==> config.mk <==
export PLATFORM = sky130hd
export DESIGN_NAME = csv_code_point_tokenizer
export DESIGN_NICKNAME = d
export VERILOG_FILES = /design/src/csv_tok_pkg.sv /design/src/csv_code_point_tokenizer.sv /design/src/csv_tok_step.sv /design/src/csv_tok_obuf.sv
export VERILOG_INCLUDE_DIRS = /design/src /design/src/src
export SDC_FILE = /design/constraint.sdc
export NUM_CORES = 1
export LEC_CHECK = 0
export ABC_AREA = 1
export BUFFER_PORTS_ARGS = -buffer_cell sky130_fd_sc_hd__buf_2
export CAP_MARGIN = 20
export CORE_MARGIN = 3
export CORE_UTILIZATION = 40
export CTS_BUF_LIST = sky130_fd_sc_hd__clkbuf_4
export CTS_CLUSTER_DIAMETER = 200
export CTS_CLUSTER_SIZE = 20
export DETAILED_ROUTE_END_ITERATION = 7
export GPL_TIMING_DRIVEN = 0
export PLACE_DENSITY_LB_ADDON = 0.3
export SLEW_MARGIN = 40
export SYNTH_ARGS = -nofsm -noshare
export SYNTH_HDL_FRONTEND = slang
export SYNTH_HIERARCHICAL = 1
export SYNTH_SLANG_ARGS = --single-unit
==> constraint.sdc <==
create_clock -name clk -period 11.7 [get_ports clk]
set_input_delay 2.34 -clock clk [delete_from_list [all_inputs] [get_ports clk]]
set_output_delay 2.34 -clock clk [all_outputs]
set_load 0.005 [all_outputs]
==> src/csv_code_point_tokenizer_macros.svh <==
// ----------------------------------------------------------------------------
// csv_code_point_tokenizer_macros
// Assertion macros for the CSV code point tokenizer.
// ----------------------------------------------------------------------------
`ifndef CSV_CODE_POINT_TOKENIZER_MACROS_SVH
`define CSV_CODE_POINT_TOKENIZER_MACROS_SVH

// same-cycle implication, clocked on clk, off during reset
`define CSV_TOK_ASSERT(label, ante, cons, msg) \
	label: assert property (@(posedge clk) disable iff (!arst_n) (ante) |-> (cons)) \
		else $error(msg);

// next-cycle implication, clocked on clk, off during reset
`define CSV_TOK_ASSERT_NEXT(label, ante, cons, msg) \
	label: assert property (@(posedge clk) disable iff (!arst_n) (ante) |=> (cons)) \
		else $error(msg);

`endif

==> src/csv_tok_pkg.sv <==
// ----------------------------------------------------------------------------
// csv_tok_pkg
// Types, codes and character decode helpers of the CSV tokenizer.
// ----------------------------------------------------------------------------
package csv_tok_pkg;

	localparam int CP_W   = 21;
	localparam int KIND_W = 3;
	localparam int MODE_W = 3;
	localparam int ACC_W  = 16;
	localparam int HCNT_W = 3;
	localparam int NRES_W = 2;

	localparam logic [MODE_W-1:0] MODE_START   = 3'd0;
	localparam logic [MODE_W-1:0] MODE_LITERAL = 3'd1;
	localparam logic [MODE_W-1:0] MODE_STRING  = 3'd2;
	localparam logic [MODE_W-1:0] MODE_ESCAPE  = 3'd3;
	localparam logic [MODE_W-1:0] MODE_HEX     = 3'd4;
	localparam logic [MODE_W-1:0] MODE_SEP     = 3'd5;
	localparam logic [MODE_W-1:0] MODE_EOL     = 3'd6;
	localparam logic [MODE_W-1:0] MODE_ERROR   = 3'd7;

	localparam logic [KIND_W-1:0] KIND_CHAR  = 3'd0;
	localparam logic [KIND_W-1:0] KIND_END   = 3'd1;
	localparam logic [KIND_W-1:0] KIND_EMPTY = 3'd2;
	localparam logic [KIND_W-1:0] KIND_SEP   = 3'd3;
	localparam logic [KIND_W-1:0] KIND_EOL   = 3'd4;
	localparam logic [KIND_W-1:0] KIND_ERROR = 3'd5;

	localparam logic [CP_W-1:0] SEP_RESET = 21'd44;

	localparam logic [CP_W-1:0] CH_BS_CTL = 21'd8;
	localparam logic [CP_W-1:0] CH_TAB    = 21'd9;
	localparam logic [CP_W-1:0] CH_LF     = 21'd10;
	localparam logic [CP_W-1:0] CH_FF     = 21'd12;
	localparam logic [CP_W-1:0] CH_CR     = 21'd13;
	localparam logic [CP_W-1:0] CH_SPACE  = 21'd32;
	localparam logic [CP_W-1:0] CH_DQUOTE = 21'd34;
	localparam logic [CP_W-1:0] CH_SQUOTE = 21'd39;
	localparam logic [CP_W-1:0] CH_COMMA  = 21'd44;
	localparam logic [CP_W-1:0] CH_SLASH  = 21'd47;
	localparam logic [CP_W-1:0] CH_COLON  = 21'd58;
	localparam logic [CP_W-1:0] CH_LBRACK = 21'd91;
	localparam logic [CP_W-1:0] CH_BSLASH = 21'd92;
	localparam logic [CP_W-1:0] CH_RBRACK = 21'd93;
	localparam logic [CP_W-1:0] CH_LBRACE = 21'd123;
	localparam logic [CP_W-1:0] CH_RBRACE = 21'd125;
	localparam logic [CP_W-1:0] CH_B      = 21'd98;
	localparam logic [CP_W-1:0] CH_F      = 21'd102;
	localparam logic [CP_W-1:0] CH_N      = 21'd110;
	localparam logic [CP_W-1:0] CH_R      = 21'd114;
	localparam logic [CP_W-1:0] CH_T      = 21'd116;
	localparam logic [CP_W-1:0] CH_U      = 21'd117;

	typedef struct packed {
		logic [KIND_W-1:0] kind;
		logic [CP_W-1:0]   value;
		logic              last;
	} tok_res_t;

	typedef struct packed {
		logic [MODE_W-1:0] mode;
		logic [ACC_W-1:0]  acc;
		logic [HCNT_W-1:0] hcnt;
		logic [NRES_W-1:0] nres;
		tok_res_t          r0;
		tok_res_t          r1;
	} step_res_t;

	typedef struct packed {
		logic              emit;
		logic [KIND_W-1:0] kind;
		logic [MODE_W-1:0] mode;
	} start_res_t;

	function automatic logic is_eol(input logic [CP_W-1:0] cp);
		return (cp == CH_LF) || (cp == CH_CR);
	endfunction

	function automatic logic is_lit_term(input logic [CP_W-1:0] cp);
		return is_eol(cp) || (cp == CH_DQUOTE) || (cp == CH_SQUOTE) ||
			(cp == CH_LBRACK) || (cp == CH_RBRACK) || (cp == CH_LBRACE) ||
			(cp == CH_RBRACE) || (cp == CH_COMMA) || (cp == CH_COLON);
	endfunction

	// bit 4 flags a valid digit, bits 3:0 carry its value
	function automatic logic [4:0] hex_digit(input logic [CP_W-1:0] cp);
		logic [4:0] r;
		r = 5'd0;
		if (cp >= 21'd48 && cp <= 21'd57)
			r = {1'b1, 4'(cp - 21'd48)};
		else if (cp >= 21'd97 && cp <= 21'd102)
			r = {1'b1, 4'(cp - 21'd87)};
		else if (cp >= 21'd65 && cp <= 21'd70)
			r = {1'b1, 4'(cp - 21'd55)};
		return r;
	endfunction

	// start-mode handling; any emitted word carries the code point itself
	function automatic start_res_t start_step(input logic [CP_W-1:0] cp,
			input logic [CP_W-1:0] sep);
		start_res_t r;
		r = '{emit: 1'b0, kind: KIND_CHAR, mode: MODE_START};
		if (cp == sep) begin
			r = '{emit: 1'b1, kind: KIND_SEP, mode: MODE_SEP};
		end else if (cp == CH_SPACE || cp == CH_TAB) begin
			r = '{emit: 1'b0, kind: KIND_CHAR, mode: MODE_START};
		end else if (is_eol(cp)) begin
			r = '{emit: 1'b1, kind: KIND_EOL, mode: MODE_EOL};
		end else if (cp == CH_DQUOTE) begin
			r = '{emit: 1'b0, kind: KIND_CHAR, mode: MODE_STRING};
		end else begin
			r = '{emit: 1'b1, kind: KIND_CHAR, mode: MODE_LITERAL};
		end
		return r;
	endfunction

endpackage

==> src/csv_code_point_tokenizer.sv <==
// ----------------------------------------------------------------------------
// csv_code_point_tokenizer
// Streaming CSV tokenizer over Unicode code points with string escapes.
// ----------------------------------------------------------------------------
// channel  direction  handshake            payload
// cp       in         cp_valid/cp_stall    code_point
// tok      out        tok_valid/tok_stall  token_kind, char_value, last_of_run
// cfg      in         cfg_valid/cfg_ready  separator_char
//
// A code point is registered, decoded in the next cycle and its words land in
// a two-entry result buffer: one code point per cycle while cp_stall is low,
// and a code point that gives two words sends them one after the other.
// Reset leaves start mode, separator comma and an empty buffer.
// cp_stall rises while the decoded code point finds no room in the buffer.
// ----------------------------------------------------------------------------
`include "csv_code_point_tokenizer_macros.svh"

module csv_code_point_tokenizer import csv_tok_pkg::*; (
	input  logic              clk,
	input  logic              arst_n,
	input  logic              cp_valid,
	output logic              cp_stall,
	input  logic [CP_W-1:0]   code_point,
	output logic              tok_valid,
	input  logic              tok_stall,
	output logic [KIND_W-1:0] token_kind,
	output logic [CP_W-1:0]   char_value,
	output logic              last_of_run,
	input  logic              cfg_valid,
	output logic              cfg_ready,
	input  logic [CP_W-1:0]   separator_char
);

	logic              vld_s1;
	logic [CP_W-1:0]   cp_s1;
	logic [CP_W-1:0]   sep_q;
	logic [MODE_W-1:0] mode_q;
	logic [ACC_W-1:0]  acc_q;
	logic [HCNT_W-1:0] hcnt_q;
	step_res_t         step;
	logic [NRES_W-1:0] room;
	logic              proc;
	logic              take;
	tok_res_t          head;

	assign cfg_ready = 1'b1;
	assign proc      = vld_s1 && (room >= step.nres);
	assign cp_stall  = vld_s1 && !proc;
	assign take      = cp_valid && !cp_stall;

	csv_tok_step u_step (
		.cp   (cp_s1),
		.sep  (sep_q),
		.mode (mode_q),
		.acc  (acc_q),
		.hcnt (hcnt_q),
		.res  (step)
	);

	csv_tok_obuf u_obuf (
		.clk       (clk),
		.arst_n    (arst_n),
		.push      (proc),
		.nres      (step.nres),
		.r0        (step.r0),
		.r1        (step.r1),
		.room      (room),
		.tok_valid (tok_valid),
		.tok_stall (tok_stall),
		.head      (head)
	);

	assign token_kind  = head.kind;
	assign char_value  = head.value;
	assign last_of_run = head.last;

	always_ff @(posedge clk or negedge arst_n) begin
		if (!arst_n) begin
			vld_s1 <= 1'b0;
			sep_q  <= SEP_RESET;
			mode_q <= MODE_START;
			acc_q  <= '0;
			hcnt_q <= '0;
		end else begin
			if (take)
				vld_s1 <= 1'b1;
			else if (proc)
				vld_s1 <= 1'b0;
			if (cfg_valid && cfg_ready)
				sep_q <= separator_char;
			if (proc) begin
				mode_q <= step.mode;
				acc_q  <= step.acc;
				hcnt_q <= step.hcnt;
			end
		end
	end

	always_ff @(posedge clk) begin
		if (take)
			cp_s1 <= code_point;
	end

	`CSV_TOK_ASSERT_NEXT(a_error_sticky, mode_q == MODE_ERROR, mode_q == MODE_ERROR, "error mode left")
	`CSV_TOK_ASSERT(a_hcnt_in_hex, hcnt_q != '0, mode_q == MODE_HEX || mode_q == MODE_ERROR, "hex count outside hex mode")
	`CSV_TOK_ASSERT_NEXT(a_run_follows, tok_valid && !tok_stall && !last_of_run, tok_valid, "second word of a run missing")

endmodule

==> src/csv_tok_step.sv <==
// ----------------------------------------------------------------------------
// csv_tok_step
// Next-state and result decode for one code point in the current mode.
// ----------------------------------------------------------------------------
module csv_tok_step import csv_tok_pkg::*; (
	input  logic [CP_W-1:0]   cp,
	input  logic [CP_W-1:0]   sep,
	input  logic [MODE_W-1:0] mode,
	input  logic [ACC_W-1:0]  acc,
	input  logic [HCNT_W-1:0] hcnt,
	output step_res_t         res
);

	start_res_t        st;
	logic [4:0]        hd;
	logic [ACC_W-1:0]  acc_nx;
	logic [NRES_W-1:0] n;
	tok_res_t          a;
	tok_res_t          b;
	logic [MODE_W-1:0] m;
	logic [ACC_W-1:0]  ac;
	logic [HCNT_W-1:0] hc;

	always_comb begin
		st     = start_step(cp, sep);
		hd     = hex_digit(cp);
		acc_nx = {acc[ACC_W-5:0], hd[3:0]};
		n      = 2'd0;
		a      = '{kind: KIND_CHAR, value: '0, last: 1'b0};
		b      = '{kind: KIND_CHAR, value: '0, last: 1'b1};
		m      = mode;
		ac     = acc;
		hc     = hcnt;
		case (mode)
			MODE_START: begin
				a = '{kind: st.kind, value: cp, last: 1'b0};
				n = {1'b0, st.emit};
				m = st.mode;
			end
			MODE_LITERAL: begin
				if (is_lit_term(cp)) begin
					a = '{kind: KIND_END, value: '0, last: 1'b0};
					b = '{kind: st.kind, value: cp, last: 1'b1};
					n = st.emit ? 2'd2 : 2'd1;
					m = st.mode;
				end else begin
					a = '{kind: KIND_CHAR, value: cp, last: 1'b0};
					n = 2'd1;
				end
			end
			MODE_STRING: begin
				if (cp == CH_DQUOTE) begin
					a = '{kind: KIND_END, value: '0, last: 1'b0};
					n = 2'd1;
					m = MODE_START;
				end else if (cp == CH_BSLASH) begin
					m = MODE_ESCAPE;
				end else begin
					a = '{kind: KIND_CHAR, value: cp, last: 1'b0};
					n = 2'd1;
				end
			end
			MODE_ESCAPE: begin
				m = MODE_STRING;
				n = 2'd1;
				if (cp == CH_DQUOTE || cp == CH_BSLASH || cp == CH_SLASH)
					a.value = cp;
				else if (cp == CH_B)
					a.value = CH_BS_CTL;
				else if (cp == CH_F)
					a.value = CH_FF;
				else if (cp == CH_N)
					a.value = CH_LF;
				else if (cp == CH_R)
					a.value = CH_CR;
				else if (cp == CH_T)
					a.value = CH_TAB;
				else begin
					n = 2'd0;
					if (cp == CH_U) begin
						ac = '0;
						hc = '0;
						m  = MODE_HEX;
					end
				end
			end
			MODE_HEX: begin
				if (!hd[4]) begin
					a = '{kind: KIND_ERROR, value: '0, last: 1'b0};
					n = 2'd1;
					m = MODE_ERROR;
				end else if (hcnt == 3'd3) begin
					a  = '{kind: KIND_CHAR, value: CP_W'(acc_nx), last: 1'b0};
					n  = 2'd1;
					ac = acc_nx;
					hc = '0;
					m  = MODE_STRING;
				end else begin
					ac = acc_nx;
					hc = hcnt + 3'd1;
				end
			end
			MODE_SEP: begin
				if (cp == sep) begin
					a = '{kind: KIND_EMPTY, value: '0, last: 1'b0};
					b = '{kind: KIND_SEP, value: cp, last: 1'b1};
					n = 2'd2;
				end else begin
					a = '{kind: st.kind, value: cp, last: 1'b0};
					n = {1'b0, st.emit};
					m = st.mode;
				end
			end
			MODE_EOL: begin
				if (!is_eol(cp)) begin
					a = '{kind: st.kind, value: cp, last: 1'b0};
					n = {1'b0, st.emit};
					m = st.mode;
				end
			end
			default: begin
				a = '{kind: KIND_ERROR, value: '0, last: 1'b0};
				n = 2'd1;
				m = MODE_ERROR;
			end
		endcase
		a.last   = (n == 2'd1);
		res.mode = m;
		res.acc  = ac;
		res.hcnt = hc;
		res.nres = n;
		res.r0   = a;
		res.r1   = b;
	end

endmodule

==> src/csv_tok_obuf.sv <==
// ----------------------------------------------------------------------------
// csv_tok_obuf
// Two-entry result buffer; up to two words in, one out per unstalled cycle.
// ----------------------------------------------------------------------------
module csv_tok_obuf import csv_tok_pkg::*; (
	input  logic              clk,
	input  logic              arst_n,
	input  logic              push,
	input  logic [NRES_W-1:0] nres,
	input  tok_res_t          r0,
	input  tok_res_t          r1,
	output logic [NRES_W-1:0] room,
	output logic              tok_valid,
	input  logic              tok_stall,
	output tok_res_t          head
);

	tok_res_t          e0_q;
	tok_res_t          e1_q;
	logic [1:0]        cnt_q;
	logic              pop;
	logic [1:0]        base;
	logic [1:0]        add;
	tok_res_t          e0_nx;
	tok_res_t          e1_nx;

	assign tok_valid = (cnt_q != 2'd0);
	assign head      = e0_q;
	assign pop       = tok_valid && !tok_stall;
	assign base      = cnt_q - {1'b0, pop};
	assign room      = 2'd2 - base;
	assign add       = push ? nres : 2'd0;

	always_comb begin
		e0_nx = pop ? e1_q : e0_q;
		e1_nx = e1_q;
		case (base)
			2'd0: begin
				e0_nx = r0;
				e1_nx = r1;
			end
			2'd1: begin
				e1_nx = r0;
			end
			default: begin
				e1_nx = e1_q;
			end
		endcase
		if (add == 2'd0) begin
			e0_nx = pop ? e1_q : e0_q;
			e1_nx = e1_q;
		end
	end

	always_ff @(posedge clk or negedge arst_n) begin
		if (!arst_n) begin
			cnt_q <= 2'd0;
		end else begin
			cnt_q <= base + add;
		end
	end

	always_ff @(posedge clk) begin
		e0_q <= e0_nx;
		e1_q <= e1_nx;
	end

endmodule

==> results.yml <==
layout:
  fill_cells: 1894
  layout.cells.non_filler: 1369
  diodes: 0
  final_cell_mix: "344 x nand2_1, 153 x nand3_1, 132 x inv_1"
  final_common_cell: "nand2_1"
  syn_to_final_growth_pct: 12.9
  drive_gt1_share_pct: 18.8
  final_nets: 1184
  finalInstanceArea_sq_mm: 0.00832
grt:
  grtUsageMet3_pct: 4.04
  grt_pass1_vias: 6354
  gr-total-overflow: 0
  grt_pass1_wl_um: 32600
  grt_max_degree: 43
  grtUsageMet1_pct: 27.3
  grtUsageTotal_pct: 20.7
  use_met2_pct: 33.6
  antenna_found_initial: 0
  busiest_layer: "met2"
detailed_routing:
  drcViolationCount: 0
  vias: 6791
  drtIter0Drc: 421
  first_pass_iters: 8
  antenna_left: 0
  wl_um: 20200
  viasPerCell: 4.96
  wl_per_cell_um: 14.8
placed_design:
  dp.cells: 1337
  dpl_cell_area_sq_mm: 0.00803
  hpwl_um: 16100
  gp_congestion: 1.00
  port_buffers: 73
timing:
  drv_slew: 0
  final.period_utilization_pct: 63.7
  final_hold_viol_count: 0
  rsz0062_at_grt: "no"
  finalSetupViolCount: 0
  fmax_mhz: 134
  setup_tns_ns: 0
  period_needed_ns: 7.46
  slew_headroom_pct: 60.1
  worst_pin_slew_ns: 0.597
  clock_skew_ns: 0.0202
yosys:
  avgSynthCellArea_sq_um: 7.12
  yosysWarnings: 6
  syn-num-nets: 1092
  synth_area_sq_mm: 0.00737
  synth_cells: 1035
critical_path:
  arrival_ns: 5.12
  worst-r2r-cell-count: 23
  critPathCaptureType: "output port"
  cp_max_fo: 10
  path_class: "input port to output port"
  required_ns: 9.36
  critPathLaunchType: "input port"
power:
  total_power_w: 0.00207
  vdd_drop_max_uv: 154
  p_per_area_mw_per_mm2: 248
  p_leak_nw: 4.22
min_path:
  hold_path.class: "flop to flop"
  hold_depth: 2
clock_network:
  root_buffer: "clkbuf_4"
  htreeDepth: 4
  cts_setup_buffers: 0
  cts.sinks: 113
  path_clk_slew_ns: 0.10
  cts_tree: "done"
  holdBufCountCts: 0
  cts_buffer_depth: 2
  cts_made_buffers: 17
  ctsResizeCount: 0
  clk_latency_ns: 0.54
floorplan:
  start_util_pct: 40.9
  core_area_sq_mm: 0.0180
  row_count: 49
  dieWidth_um: 142
  fp.dieH_um: 142
  die_area_sq_mm: 0.0201
  top_level_ports: 75
job:
  drv_cap: 0
run_status:
  status: "finished clean"
cell type report:
cell class	count	area, sq um	share of cell area, %
plain buffers	38	302	3.62
clock buffers	17	128	1.53
clock inverters	15	168	2.02
inverters	142	533	6.41
multi-input cells	742	3600	43.3
flip-flops and latches	113	2940	35.3
well taps	229	287	3.44
repair buffers	73	368	4.42
critical path: stages:
cell and delay (ns):
buf_2 0.08, clkinv_1 0.18, o21ai_2 0.22, buf_4 0.23
inv_1 0.06, ha_1 0.22, xnor2_2 0.25, buf_6 0.18
buf_6 0.15, ha_1 0.24, inv_1 0.06, ha_1 0.23
nand2_1 0.11, nand3_4 0.15, buf_4 0.21, nor2_1 0.09
buf_2 0.11
sequential cells by signal, indices dropped and copies added, names as in the netlist:
register	flops
u_obuf/e1_q	25
u_obuf/cnt_q	2
mode_q	3
vld_s1	1
cp_s1	21
hcnt_q	3
u_obuf/head	25
acc_q	12
sep_q	21
stage by stage:
step	util, %	hold WS [ns]	setup slack, ns
after detailed placement	44.5	0.460	4.23
after CTS	46.2	0.490	4.21
after global placement	44.5	0.455	4.25
final	46.2	0.485	4.24
after global routing	46.2	0.509	3.99
after floorplan	-	0.442	4.78
metal layers:
metal | wire (um) | up-vias
li1 | - | 3475
met1 | 9060 | 3025
met2 | 9230 | 253
met3 | 1210 | 38
met4 | 689 | 0
met5 | 0 | -
worst paths after layout:
kind / startpoint / end / slack (ns)
max: tok_stall / cp_stall / 4.24
min reg2reg: acc_q[3] / acc_q[3] / 0.48
min in group asynchronous: arst_n / sep_q[7] / 1.79
max reg2reg: cp_s1[0] / u_obuf/e1_q[2] / 6.60
min: acc_q[3] / acc_q[3] / 0.48
max in group asynchronous: arst_n / sep_q[17] / 9.51
report_power, final:
part	switching (W)	internal (W)	total (W)	leakage, nW
clock	0.000159	0.000146	0.000305	0.153
sequential	0.0000855	0.000603	0.000688	1.18
combinational	0.000710	0.000363	0.00107	2.88
Power figures use the tool's default switching activity.
